===== config.mk =====
export PLATFORM = sky130hd
export DESIGN_NAME = q2k_q8k_block_dot_flat
export DESIGN_NICKNAME = d
export VERILOG_FILES = /design/src/q2k_pkg.sv /design/src/q2k_in_if.sv /design/src/q2k_out_if.sv /design/src/q2k_q8k_block_dot.sv /design/src/q2k_lane.sv /design/src/q2k_merge.sv /design/src/q2k_accum.sv /design/src/flat_wrapper.sv
export SDC_FILE = /design/constraint.sdc
export NUM_CORES = 1
export LEC_CHECK = 0
export ABC_AREA = 1
export BUFFER_PORTS_ARGS = -buffer_cell sky130_fd_sc_hd__buf_2
export CAP_MARGIN = 20
export CORE_MARGIN = 10
export CORE_UTILIZATION = 52
export CTS_BUF_LIST = sky130_fd_sc_hd__clkbuf_4
export DETAILED_ROUTE_END_ITERATION = 10
export GPL_ROUTABILITY_DRIVEN = 1
export PLACE_DENSITY = 0.71
export SYNTH_ARGS = -nofsm -noshare
export SYNTH_HDL_FRONTEND = slang
export SYNTH_SLANG_ARGS = --single-unit

===== constraint.sdc =====
create_clock -name clk -period 9.45 [get_ports clk]
set_input_delay 0.4725 -clock clk [delete_from_list [all_inputs] [get_ports clk]]
set_output_delay 0.4725 -clock clk [all_outputs]
set_load 0.005 [all_outputs]

===== src/q2k_pkg.sv =====
package q2k_pkg;

    localparam int ELEMS     = 16;
    localparam int WCODE_W   = 2;
    localparam int ACT_W     = 8;
    localparam int NIB_W     = 4;
    localparam int SM_W      = 8;
    localparam int GS_W      = 12;
    localparam int DOT_W     = 14;
    localparam int SCALED_W  = 18;
    localparam int MINP_W    = 16;
    localparam int MAIN_W    = 22;
    localparam int MIN_W     = 20;
    localparam int LANES_DEF = 4;

    typedef struct packed {
        logic valid;
        logic last;
    } q2k_ctl_t;

endpackage


===== src/q2k_in_if.sv =====
interface q2k_in_if;
    import q2k_pkg::*;

    logic                       valid;
    logic                       ready;
    logic [ELEMS*WCODE_W-1:0]   weight_codes;
    logic [64-1:0]              acts_low;
    logic [64-1:0]              acts_high;
    logic [SM_W-1:0]            scale_min;
    logic signed [GS_W-1:0]     group_sum;
    logic                       last;

    modport source (
        output valid, weight_codes, acts_low, acts_high, scale_min, group_sum, last,
        input  ready
    );

    modport sink (
        input  valid, weight_codes, acts_low, acts_high, scale_min, group_sum, last,
        output ready
    );
endinterface


===== src/q2k_out_if.sv =====
interface q2k_out_if;
    import q2k_pkg::*;

    logic                       valid;
    logic                       ready;
    logic signed [MAIN_W-1:0]   main_sum;
    logic signed [MIN_W-1:0]    min_sum;

    modport source (
        output valid, main_sum, min_sum,
        input  ready
    );

    modport sink (
        input  valid, main_sum, min_sum,
        output ready
    );
endinterface


===== src/q2k_q8k_block_dot.sv =====
// Takes one 16-element sub-block a cycle while input ready is high. The elements
// split over LANES lanes (1, 2, 4, 8 or 16), each summing weight times activation
// for its share; a merge stage adds the lanes and multiplies by the sub-block
// scale, and min by group sum, and the accumulator adds both with saturation. A
// sub-block marked last passes the lane and merge registers into the result
// registers, and the sums restart from zero. Input ready drops only while a last
// sub-block sits at the accumulator and the previous result has not yet been taken.
module q2k_q8k_block_dot #(
    parameter int LANES = q2k_pkg::LANES_DEF
) (
    input  logic      clk,
    input  logic      rst_n,
    q2k_in_if.sink    sub_block,
    q2k_out_if.source result
);
    import q2k_pkg::*;

    localparam int EPL    = ELEMS / LANES;
    localparam int PART_W = ACT_W + 2 + $clog2(EPL);

    logic                       adv;
    logic [2*64-1:0]            acts_all;
    logic signed [PART_W-1:0]   part [LANES];
    logic [SM_W-1:0]            s1_sm_reg;
    logic signed [GS_W-1:0]     s1_gs_reg;
    q2k_ctl_t                   s1_ctl_reg;
    q2k_ctl_t                   s2_ctl;
    logic signed [SCALED_W-1:0] scaled;
    logic signed [MINP_W-1:0]   min_prod;

    assign acts_all        = {sub_block.acts_high, sub_block.acts_low};
    assign sub_block.ready = adv;

    for (genvar l = 0; l < LANES; l++)
    begin : g_lane
        q2k_lane #(
            .EPL (EPL)
        ) u_lane (
            .clk     (clk),
            .en      (adv),
            .weights (sub_block.weight_codes[EPL*WCODE_W*l +: EPL*WCODE_W]),
            .acts    (acts_all[EPL*ACT_W*l +: EPL*ACT_W]),
            .part    (part[l])
        );
    end

    always_ff @(posedge clk or negedge rst_n)
    begin
        if (!rst_n)
        begin
            s1_ctl_reg <= '0;
        end
        else if (adv)
        begin
            s1_ctl_reg.valid <= sub_block.valid;
            s1_ctl_reg.last  <= sub_block.last;
        end
    end

    always_ff @(posedge clk)
    begin
        if (adv)
        begin
            s1_sm_reg <= sub_block.scale_min;
            s1_gs_reg <= sub_block.group_sum;
        end
    end

    q2k_merge #(
        .LANES  (LANES),
        .PART_W (PART_W)
    ) u_merge (
        .clk       (clk),
        .rst_n     (rst_n),
        .en        (adv),
        .part      (part),
        .scale_min (s1_sm_reg),
        .group_sum (s1_gs_reg),
        .ctl_in    (s1_ctl_reg),
        .scaled    (scaled),
        .min_prod  (min_prod),
        .ctl_out   (s2_ctl)
    );

    q2k_accum u_accum (
        .clk      (clk),
        .rst_n    (rst_n),
        .scaled   (scaled),
        .min_prod (min_prod),
        .ctl      (s2_ctl),
        .adv      (adv),
        .result   (result)
    );
endmodule


===== src/q2k_lane.sv =====
module q2k_lane #(
    parameter int EPL = 4
) (
    input  logic                                              clk,
    input  logic                                              en,
    input  logic [EPL*q2k_pkg::WCODE_W-1:0]                   weights,
    input  logic [EPL*q2k_pkg::ACT_W-1:0]                     acts,
    output logic signed [q2k_pkg::ACT_W+1+$clog2(EPL):0]      part
);
    import q2k_pkg::*;

    localparam int PART_W = ACT_W + 2 + $clog2(EPL);

    logic signed [PART_W-1:0] part_reg;
    logic signed [PART_W-1:0] part_next;

    always_comb
    begin
        logic signed [PART_W-1:0] w_ext;
        logic signed [PART_W-1:0] a_ext;
        part_next = '0;
        for (int i = 0; i < EPL; i++)
        begin
            w_ext = PART_W'($signed({1'b0, weights[WCODE_W*i +: WCODE_W]}));
            a_ext = PART_W'($signed(acts[ACT_W*i +: ACT_W]));
            part_next = part_next + w_ext * a_ext;
        end
    end

    always_ff @(posedge clk)
    begin
        if (en)
        begin
            part_reg <= part_next;
        end
    end

    assign part = part_reg;
endmodule


===== src/q2k_merge.sv =====
module q2k_merge #(
    parameter int LANES  = 4,
    parameter int PART_W = 12
) (
    input  logic                                 clk,
    input  logic                                 rst_n,
    input  logic                                 en,
    input  logic signed [PART_W-1:0]             part [LANES],
    input  logic [q2k_pkg::SM_W-1:0]             scale_min,
    input  logic signed [q2k_pkg::GS_W-1:0]      group_sum,
    input  q2k_pkg::q2k_ctl_t                    ctl_in,
    output logic signed [q2k_pkg::SCALED_W-1:0]  scaled,
    output logic signed [q2k_pkg::MINP_W-1:0]    min_prod,
    output q2k_pkg::q2k_ctl_t                    ctl_out
);
    import q2k_pkg::*;

    logic signed [DOT_W-1:0]    dot;
    logic signed [SCALED_W-1:0] scaled_next;
    logic signed [MINP_W-1:0]   min_prod_next;
    logic signed [SCALED_W-1:0] scaled_reg;
    logic signed [MINP_W-1:0]   min_prod_reg;
    q2k_ctl_t                   ctl_reg;

    // adder across the lanes, then one multiply per term
    always_comb
    begin
        dot = '0;
        for (int l = 0; l < LANES; l++)
        begin
            dot = dot + DOT_W'(part[l]);
        end
        scaled_next = SCALED_W'($signed({1'b0, scale_min[NIB_W-1:0]}))
                      * SCALED_W'(dot);
        min_prod_next = MINP_W'($signed({1'b0, scale_min[SM_W-1:NIB_W]}))
                        * MINP_W'(group_sum);
    end

    always_ff @(posedge clk or negedge rst_n)
    begin
        if (!rst_n)
        begin
            ctl_reg <= '0;
        end
        else if (en)
        begin
            ctl_reg <= ctl_in;
        end
    end

    always_ff @(posedge clk)
    begin
        if (en)
        begin
            scaled_reg   <= scaled_next;
            min_prod_reg <= min_prod_next;
        end
    end

    assign scaled   = scaled_reg;
    assign min_prod = min_prod_reg;
    assign ctl_out  = ctl_reg;
endmodule


===== src/q2k_accum.sv =====
module q2k_accum (
    input  logic                                 clk,
    input  logic                                 rst_n,
    input  logic signed [q2k_pkg::SCALED_W-1:0]  scaled,
    input  logic signed [q2k_pkg::MINP_W-1:0]    min_prod,
    input  q2k_pkg::q2k_ctl_t                    ctl,
    output logic                                 adv,
    q2k_out_if.source                            result
);
    import q2k_pkg::*;

    logic signed [MAIN_W-1:0] main_acc_reg;
    logic signed [MAIN_W-1:0] main_acc_next;
    logic signed [MIN_W-1:0]  min_acc_reg;
    logic signed [MIN_W-1:0]  min_acc_next;
    logic                     out_valid_reg;
    logic                     out_valid_next;
    logic signed [MAIN_W-1:0] main_sum_reg;
    logic signed [MIN_W-1:0]  min_sum_reg;
    logic signed [MAIN_W:0]   main_wide;
    logic signed [MIN_W:0]    min_wide;
    logic signed [MAIN_W-1:0] main_sat;
    logic signed [MIN_W-1:0]  min_sat;
    logic                     emit;

    // a last beat waits here only while the previous sums are still unread
    assign adv  = !(ctl.valid && ctl.last && out_valid_reg && !result.ready);
    assign emit = adv && ctl.valid && ctl.last;

    always_comb
    begin
        main_wide = (MAIN_W + 1)'(main_acc_reg) + (MAIN_W + 1)'(scaled);
        min_wide  = (MIN_W + 1)'(min_acc_reg) + (MIN_W + 1)'(min_prod);

        // saturate when the carry disagrees with the sign
        if (main_wide[MAIN_W] != main_wide[MAIN_W-1])
        begin
            main_sat = {main_wide[MAIN_W], {(MAIN_W - 1){!main_wide[MAIN_W]}}};
        end
        else
        begin
            main_sat = main_wide[MAIN_W-1:0];
        end
        if (min_wide[MIN_W] != min_wide[MIN_W-1])
        begin
            min_sat = {min_wide[MIN_W], {(MIN_W - 1){!min_wide[MIN_W]}}};
        end
        else
        begin
            min_sat = min_wide[MIN_W-1:0];
        end

        main_acc_next = main_acc_reg;
        min_acc_next  = min_acc_reg;
        if (adv && ctl.valid)
        begin
            main_acc_next = ctl.last ? '0 : main_sat;
            min_acc_next  = ctl.last ? '0 : min_sat;
        end

        out_valid_next = out_valid_reg && !result.ready;
        if (emit)
        begin
            out_valid_next = 1'b1;
        end
    end

    always_ff @(posedge clk or negedge rst_n)
    begin
        if (!rst_n)
        begin
            main_acc_reg  <= '0;
            min_acc_reg   <= '0;
            out_valid_reg <= 1'b0;
        end
        else
        begin
            main_acc_reg  <= main_acc_next;
            min_acc_reg   <= min_acc_next;
            out_valid_reg <= out_valid_next;
        end
    end

    always_ff @(posedge clk)
    begin
        if (emit)
        begin
            main_sum_reg <= main_sat;
            min_sum_reg  <= min_sat;
        end
    end

    assign result.valid    = out_valid_reg;
    assign result.main_sum = main_sum_reg;
    assign result.min_sum  = min_sum_reg;

    a_clear_after_emit: assert property (@(posedge clk) disable iff (!rst_n)
        emit |=> (main_acc_reg == '0) && (min_acc_reg == '0) && out_valid_reg)
        else $error("accumulators not cleared after a result");

    a_no_overwrite: assert property (@(posedge clk) disable iff (!rst_n)
        emit |-> !(out_valid_reg && !result.ready))
        else $error("result loaded over an unread one");

    a_hold_on_stall: assert property (@(posedge clk) disable iff (!rst_n)
        !adv |=> (main_acc_reg == $past(main_acc_reg))
                 && (min_acc_reg == $past(min_acc_reg)))
        else $error("accumulator moved while stalled");
endmodule

===== src/flat_wrapper.sv =====
// flat-port wrapper written by rule: the top's interface ports become plain ports
module q2k_q8k_block_dot_flat import q2k_pkg::*;
#(
    parameter int LANES = q2k_pkg::LANES_DEF
)
  (clk, rst_n, sub_block_valid, sub_block_weight_codes, sub_block_acts_low, sub_block_acts_high, sub_block_scale_min, sub_block_group_sum, sub_block_last, sub_block_ready, result_valid, result_main_sum, result_min_sum, result_ready);
  q2k_in_if sub_block_i ();
  q2k_out_if result_i ();
  input  logic clk;
  input  logic rst_n;
  input wire logic [$bits(sub_block_i.valid)-1:0] sub_block_valid;
  input wire logic [$bits(sub_block_i.weight_codes)-1:0] sub_block_weight_codes;
  input wire logic [$bits(sub_block_i.acts_low)-1:0] sub_block_acts_low;
  input wire logic [$bits(sub_block_i.acts_high)-1:0] sub_block_acts_high;
  input wire logic [$bits(sub_block_i.scale_min)-1:0] sub_block_scale_min;
  input wire logic [$bits(sub_block_i.group_sum)-1:0] sub_block_group_sum;
  input wire logic [$bits(sub_block_i.last)-1:0] sub_block_last;
  output wire logic [$bits(sub_block_i.ready)-1:0] sub_block_ready;
  output wire logic [$bits(result_i.valid)-1:0] result_valid;
  output wire logic [$bits(result_i.main_sum)-1:0] result_main_sum;
  output wire logic [$bits(result_i.min_sum)-1:0] result_min_sum;
  input wire logic [$bits(result_i.ready)-1:0] result_ready;
  assign sub_block_i.valid = sub_block_valid;
  assign sub_block_i.weight_codes = sub_block_weight_codes;
  assign sub_block_i.acts_low = sub_block_acts_low;
  assign sub_block_i.acts_high = sub_block_acts_high;
  assign sub_block_i.scale_min = sub_block_scale_min;
  assign sub_block_i.group_sum = sub_block_group_sum;
  assign sub_block_i.last = sub_block_last;
  assign sub_block_ready = sub_block_i.ready;
  assign result_valid = result_i.valid;
  assign result_main_sum = result_i.main_sum;
  assign result_min_sum = result_i.min_sum;
  assign result_i.ready = result_ready;
  q2k_q8k_block_dot #(.LANES(LANES)) u_core (.clk(clk), .rst_n(rst_n), .sub_block(sub_block_i), .result(result_i));
endmodule

* After elaboration in Yosys (flattened, before gate mapping)
Cells that the tools add are included.
Cells by class: reduce and logical (&&, ||, !) cells 10, eq/ne operators 2, $add $sub $neg 17, mux-type cells 5, multipliers 18
Operators by type and width (number):
- 3-bit by 8-bit multiplier with 11-bit output | 16
- 12-bit by 11-bit adder with 12-bit output | 8
- 11-bit by 11-bit adder with 12-bit output | 4
- 22-bit two-way mux | 2
- 20-bit two-way mux | 2
- 22-bit by 18-bit adder with 23-bit output | 1
- 20-bit by 16-bit adder with 21-bit output | 1
- 5-bit by 14-bit multiplier with 18-bit output | 1
- 5-bit by 12-bit multiplier with 16-bit output | 1
- 13-bit by 12-bit adder with 14-bit output | 1
- 14-bit by 12-bit adder with 14-bit output | 1
- 12-bit by 12-bit adder with 13-bit output | 1
- 1-bit logical AND | 6
- 1-bit zero test | 4
- 1-bit != test | 2
- 1-bit two-way mux | 1
Storage, ports and cells: input bits 185, bits in registers 191, word-level logic and storage cells 69, output and inout port bits 44

* Logic depth before layout (Yosys ltp)
Gate-level depths: netlist of the first run.
word-level depth 7, mapped depth 31, mapped depth without buffers 31

* Hierarchy
Synthesis of the first run repeated with hierarchy kept, for this count alone.
Unflattened totals: cells, all modules 3375, area, all modules 26150.1 um^2
By module, submodules not included:
- q2k_lane at u_core.g_lane[0].u_lane ... | cells an instance 442, instances 2, area each 3335.7 um^2, seq. area each 360.3 um^2
- q2k_merge | cells an instance 776, instances 1, area each 6192.2 um^2, seq. area each 1071.0 um^2
- q2k_accum | cells an instance 821, instances 1, area each 5970.7 um^2, seq. area each 2337.2 um^2
- q2k_lane at u_core.g_lane[2].u_lane | cells an instance 439, instances 1, area each 3360.7 um^2, seq. area each 360.3 um^2
- q2k_lane at u_core.g_lane[3].u_lane | cells an instance 426, instances 1, area each 3278.1 um^2, seq. area each 360.3 um^2
- q2k_q8k_block_dot | cells an instance 29, instances 1, area each 676.9 um^2, seq. area each 650.6 um^2

* Least setup slack after synthesis of the first run
Ideal clock, no wire load.
path type reg-to-reg, start register u_core.g_lane[3].u_lane.part_reg[1], end register u_core.u_merge.scaled_reg[16] (netlist: u_core.u_merge.scaled[16]), data pin, buffers on the path 0, path slack 3602 ps, data required time 9198 ps, period minus slack after synthesis 5848 ps, library setup time 252 ps, stages on the path, launching flop included 30, data arrival time 5596 ps, cell sequence edfxtp_1 > fa_1 > inv_1 > fa_1 > inv_1 > ha_1 > inv_1 > fa_1 > inv_1 > nand2_1 > a21oi_1 > inv_1 > o21bai_1 > xor2_1 > inv_1 > nor2_1 > ha_1 > fa_1 > inv_1 > fa_1 > inv_1 > ha_1 > nand2_1 > or2_2 > nand3_1 > a21boi_0 > o21ai_0 > a21oi_1 > nand2_1 > nand2_1
On the way: word-level cells in the longest chain between the ends 2
RTL lines:
- start, declared | line q2k_lane.sv:14 | logic signed [PART_W-1:0] part_reg;
- start signal, assigned | line q2k_lane.sv:34 | part_reg <= part_next;
- 14-bit by 12-bit adder with 14-bit output | line q2k_merge.sv:31 | dot = dot + DOT_W'(part[l]);
- 5-bit by 14-bit multiplier with 18-bit output | line q2k_merge.sv:34 | * SCALED_W'(dot);
- net u_core.u_merge.scaled_next[16] | line q2k_merge.sv:19 | logic signed [SCALED_W-1:0] scaled_next;
- end signal, assigned | line q2k_merge.sv:55 | scaled_reg <= scaled_next;
- end, declared | line q2k_merge.sv:21 | logic signed [SCALED_W-1:0] scaled_reg;
The timed path passes the listed nets, and every way through them passes these cells. A chain may end at the register's enable or synchronous reset.

* Final worst setup path of the first run
Ends and elaborated chain as after synthesis.

==> flow_summary.ini, run 1 <==
[critical_path]
required_ns = 9.93
crit_path_max_fanout = 6
path_class = reg -> reg
arrival_ns = 6.75
crit_buf_inv = 8
cp_top_family = adder cells
cp-end-kind = register
cpPeakStageDelay_ns = 0.54
critPathMostFrequentCell = inv_1
slowest_stage = fa_1
start_kind = register

[cells_and_area]
largest_reg_flops = 48
area_delta_synth_final_pct = 9.10
multiInputGateArea_um2 = 16300
drive_gt1_frac = 0.111
nets = 4196
layout_commonest_cell = inv_1
layout_common_cells = 963 x inv_1, 752 x nand2_1, 317 x ha_1
fillerInstances = 4628
regArea_um2 = 5500

[detailed_routing]
avgRoutedWirePerCell_um = 12.8
via_per_inst = 4.64
vias = 19000
drc_errors = 0
first_iter_violations = 701
drt_wl_total_um = 52300
antenna_left = 0
dr.pass1.iters = 5

[placed_design]
gp_congestion = 0.893
dp_hpwl_um = 45600
port_buffers = 228

[synth]
syn_area_per_cell_um2 = 8.05
syn_inst = 3187
syn-cell-area_um2 = 25600
ys_warn_count = 0
ys_ff_latch = 191
synth.distinct_cells = 42
async_flop_share = 0.246
synthFlopType = edfxtp_1
synth_edf_count = 144
synthesis.nets = 3976
seq_area_frac_synth = 0.215

[clocking]
clock_path_buffers = 2
cts_sinks = 191
cts-root-buf = clkbuf_4
cts.htree.levels = 4
cts_tree = done
clock_latency_ns = 0.69
cts_buffers = 17
clk_pin_slew_ns = 0.18

[timing]
tightest_slew_ns = 0.940
setup_violations = 0
final.period_utilization = 0.664
min_period_ns = 6.28
tns_ns = 0
max_freq_ghz = 0.159
slew_headroom = 0.372
skew_ns = 0.0314
rsz0062_at_grt = false
finalHoldViolCount = 0
maxSlewViolCount = 0

[die]
core_area_um2 = 48800
start_util = 0.525
die_h_um = 242
rows = 81
pin_count = 229
die_x_um = 242
die_area_um2 = 58600

[global_routing]
grt_pass1_vias = 19600
grt_start_max_net_pins = 57
grt_pass1_wl_um = 90900
antenna_found_initial = 3
grt_usage = 0.185
grt_overflow = 0

[flow_run]
maxCapViolCount = 0

[min_path]
min_path_type = in -> reg

[status]
status = completed
-- metal layers --
metal | routed length (um) | up-vias | part of all wire | GRT usage
li1 | - | 9820 | - | -
met5 | 31 | - | 0.00059 | 0
met3 | 1660 | 39 | 0.032 | 0.0250
met2 | 27400 | 237 | 0.52 | 0.344
met4 | 647 | 4 | 0.012 | 0.0392
met1 | 22600 | 8857 | 0.43 | 0.224
-- Yosys cell counts, types with 9 or more instances --
cell / instances / area [um^2]
nor2_1: 124 / 465
a21o_1: 9 / 67.6
dfrtp_1: 47 / 1180
nand2_1: 752 / 2820
xor2_1: 77 / 674
edfxtp_1: 144 / 4320
ha_1: 317 / 3970
inv_1: 963 / 3610
o21bai_1: 16 / 120
o21ai_0: 27 / 135
xnor2_1: 33 / 289
a21oi_1: 102 / 510
nand2_2: 83 / 519
nand3_1: 64 / 320
clkbuf_1: 44 / 165
nand4_1: 22 / 138
fa_1: 287 / 5750
-- layout make-up --
type | instances | area share
clock inverter | 15 | 0.00765
tap | 664 | 0.0297
multi-input combinational | 1973 | 0.581
clock buffer | 17 | 0.00456
inverter | 967 | 0.130
timing repair buffer | 257 | 0.0507
sequential | 191 | 0.197
antenna | 1 | 0.0000895
-- logic make-up (layout without fill, tap and decap cells) --
group           after synthesis  after routing  share of synthesized area
flops                       191            191                      0.215
buf+inv                    1023           1256                      0.152
simple gates               1085           1085                      0.179
xor+xnor                    110            110                     0.0376
other cells                   0              1                          0
fa+ha+maj                   604            604                      0.379
compound gates              174            174                     0.0382
-- final timing paths --
kind,endpoint,from,slack (ns),cells after the start
setup / recovery,u_core.u_merge.scaled[16],u_core.g_lane[3].u_lane.part[1],3.17,29
hold / removal,u_core.g_lane[0].u_lane.part[0],sub_block_acts_low[0],0.19,4
setup reg to reg,u_core.u_merge.scaled[16],u_core.g_lane[3].u_lane.part[1],3.17,29
hold reg to reg,u_core.u_merge.ctl_out[0],u_core.s1_ctl_reg[0],0.48,2
max in group asynchronous,u_core.u_accum.min_acc_reg[18],rst_n,8.57,3
min in group asynchronous,u_core.u_accum.main_acc_reg[15],rst_n,0.42,3
-- worst min-delay path, stage by stage --
cell and delay [ns]:
buf_2 0.10, nand2_1 0.05, inv_1 0.06, ha_1 0.11
-- per-stage QoR --
| stage | hold slack, ns | util | instances | cell area, um^2 | setup WS, ns |
|---|---|---|---|---|---|
| floorplan | 0.177 | - | 3187 | 25600 | 3.60 |
| global placement | 0.422 | 0.561 | 4028 | 27400 | 3.25 |
| detailed placement | 0.427 | 0.561 | 4028 | 27400 | 3.18 |
| CTS | 0.131 | 0.573 | 4084 | 28000 | 3.18 |
| global route | 0.172 | 0.573 | 4085 | 28000 | 2.61 |
| finish | 0.191 | 0.573 | 4085 | 28000 | 3.17 |
-- timing repair --
action | CTS | global route
resized for setup | 0 | 0
endpoints found under the setup margin | 0 | 0
setup buffers | 0 | 0
endpoints found under the hold margin | 70 | 0
hold buffers | 24 | 0
Power of run 1 is not shown: default switching activity piles up to over one toggle a cycle in this logic, so the estimate is an artifact.
==> inputs of run 2 (changes only) <==
- ABC_AREA: 1 -> 0
- PLACE_DENSITY: 0.71 -> 0.74
- clock period: 9.45 -> 5.1 ns (I/O delays scaled with it)
==> run 2 against run 1 <==
The flow now finishes with violations (negative setup slack). Clock skew fell by 0.012 ns. Area after synthesis fell by 6.6%. First-iteration DRC count fell by 6.1%. Fmax rose by 4.7%. Hold slack got worse by 0.097 ns. Die area fell by 6.1%. Worst setup slack got worse by 4.1 ns.
==> flow_summary.ini, run 2 <==
[status]
status = complete, but fails checks
violations = negative setup slack

[clocking]
cts-root-buf = clkbuf_4
cts_sinks = 191
clk_pin_slew_ns = 0.16
cts.htree.levels = 4
clock_path_buffers = 2
cts_buffers = 17
cts_tree = done
clock_latency_ns = 0.61

[placed_design]
port_buffers = 228
placedCellCount = 3255
dp_hpwl_um = 41000
pre_cts_slack_ns = -0.914
gp_congestion = 0.867

[cells_and_area]
area_delta_synth_final_pct = 14.0
regArea_um2 = 5500
fillerInstances = 3780
largest_reg_flops = 48
layout_common_cells = 561 x inv_1, 322 x and2_1, 300 x ha_1
drive_gt1_frac = 0.160
fin_cells = 3318
multiInputGateArea_um2 = 16700
nets = 3492
layout_commonest_cell = inv_1

[critical_path]
r2r_cells = 25
critPathLaunch = u_core.g_lane[3].u_lane.part[2]
slowest_stage = fa_1
required_ns = 5.48
critPathMostFrequentCell = fa_1
worst-r2r-setup-slack_ns = -0.89
arrival_ns = 6.37
crit_path_max_fanout = 2
start_kind = register
path_class = reg -> reg
r2r_start = u_core.g_lane[3].u_lane.part[2]
cpPeakStageDelay_ns = 0.56
r2r-end = u_core.u_merge.scaled[17]
cp-end-kind = register

[synth]
synth.distinct_cells = 73
synthXorXnorAreaFrac = 0.0483
yosysTopAreaCell = fa_1
syn-cell-area_um2 = 23900
ys_warn_count = 0
muxShareOfSynthArea = 0.00141
synthFlopType = edfxtp_1
synth_top_area_frac = 0.240
synth_compound_area_frac = 0.0788
synth-adder-area-share = 0.417
synthTopCellsByArea = fa_1 24%, edfxtp_1 18%, ha_1 17%
synth-simple-area-share = 0.130
syn_inst = 2389
synth_edf_count = 144
syn_area_per_cell_um2 = 10.0
ys_ff_latch = 191
seq_area_frac_synth = 0.230
synthTopCellsByCount = 571 x inv_1, 327 x and2_1, 317 x ha_1
synthesis.nets = 3178
synth_top_family_by_area = adder cells
yosysMostFrequentCell = inv_1
async_flop_share = 0.246

[min_path]
min_path_cells = 3
min_path_type = in -> reg
min-delay-start = sub_block_acts_low[32]
min_to = u_core.g_lane[1].u_lane.part[0]

[timing]
min_period_ns = 5.99
setup_violations = 9
tightest_slew_ns = 1.02
rsz0062_at_grt = true
fin_ws_ns = -0.892
final.period_utilization = 1.17
slew_headroom = 0.321
maxSlewViolCount = 0
finalHoldViolCount = 0
skew_ns = 0.0198
max_freq_ghz = 0.167

[global_routing]
grt_overflow = 0
grt_pass1_wl_um = 83500
grt_pass1_vias = 18000
antenna_found_initial = 2
grt_usage = 0.182
grt_start_max_net_pins = 58

[die]
pin_count = 229
core_area_um2 = 45500
start_util = 0.526
die_x_um = 235
die_h_um = 235
die_area_um2 = 55000
rows = 78

[detailed_routing]
via_per_inst = 4.96
drc_errors = 0
dr.pass1.iters = 4
avgRoutedWirePerCell_um = 14.5
vias = 16500
antenna_left = 0
first_iter_violations = 658
drt_wl_total_um = 48200

[flow_run]
maxCapViolCount = 0
[run 2: cell count changes after synthesis, moves of 54 or more]
cell     before  now
nor2_1      124   70
nand2_2      83    1
xnor2_1      33   98
and2_1        5  327
inv_1       963  571
nand2_1     752   89
[run 2: worst max path at each step]
stage / to / slack [ns]
finish: u_core.u_merge.scaled[17] / -0.89
global route: u_core.u_merge.scaled[17] / -1.19
CTS: u_core.u_merge.scaled[17] / -0.82
detailed placement: u_core.u_merge.scaled[17] / -0.91
global placement: u_core.u_merge.scaled[17] / -0.77
floorplan: u_core.u_merge.scaled[17] / -0.60
[run 2: logic make-up after synthesis]
kind of cell             after synthesis
AO/OA/AOI/OAI                        278
XOR/XNOR                             129
adder cells (fa/ha/maj)              631
buffers and inverters                599
flip-flops                           191
multiplexers                           3
AND/OR/NAND/NOR                      558
[run 2: critical path, delay by kind of cell (launching register included)]
kind            cells  cell delay [ns]
buf+inv             2             0.11
compound gates     10             1.43
xor+xnor            3             0.39
fa+ha+maj           7             2.78
flops               1             0.44
simple gates        3             0.61
[run 2: final cells by class]
class                      instances  share of cell area
multi-input combinational       1599               0.610
sequential                       191               0.202
inverter                         572              0.0787
timing repair buffer             322              0.0707
tap                              600              0.0275
clock inverter                    15             0.00642
clock buffer                      17             0.00468
antenna                            2            0.000183
[run 2: what timing repair did]
action / CTS / global route
hold buffers: 24 / 0
pin swaps: 10 / 24
endpoints found under the setup margin: 10 / 11
endpoints found under the hold margin: 70 / 0
resized for setup: 39 / 42
setup buffers: 6 / 4
[run 2: metrics by stage]
| stage | TNS, ns | utilization | hold slack (ns) | cell area [um^2] |
|---|---|---|---|---|
| after floorplan | -2.13 | - | -0.0406 | 24000 |
| after global placement | -3.73 | 0.578 | 0.397 | 26300 |
| after detailed placement | -5.12 | 0.578 | 0.401 | 26300 |
| after CTS | -4.62 | 0.595 | 0.0567 | 27000 |
| after global routing | -7.47 | 0.600 | 0.0410 | 27300 |
| final | -4.99 | 0.600 | 0.0938 | 27300 |
[run 2: metal layers]
metal  part of all wire  global-route usage  up-vias
met4              0.013              0.0346        0
met2               0.51               0.329      269
li1                   -                   -     8177
met1               0.44               0.228     7968
met5                  0                   0        -
met3              0.036              0.0247       45
Power of run 2 is left out for the same reason.
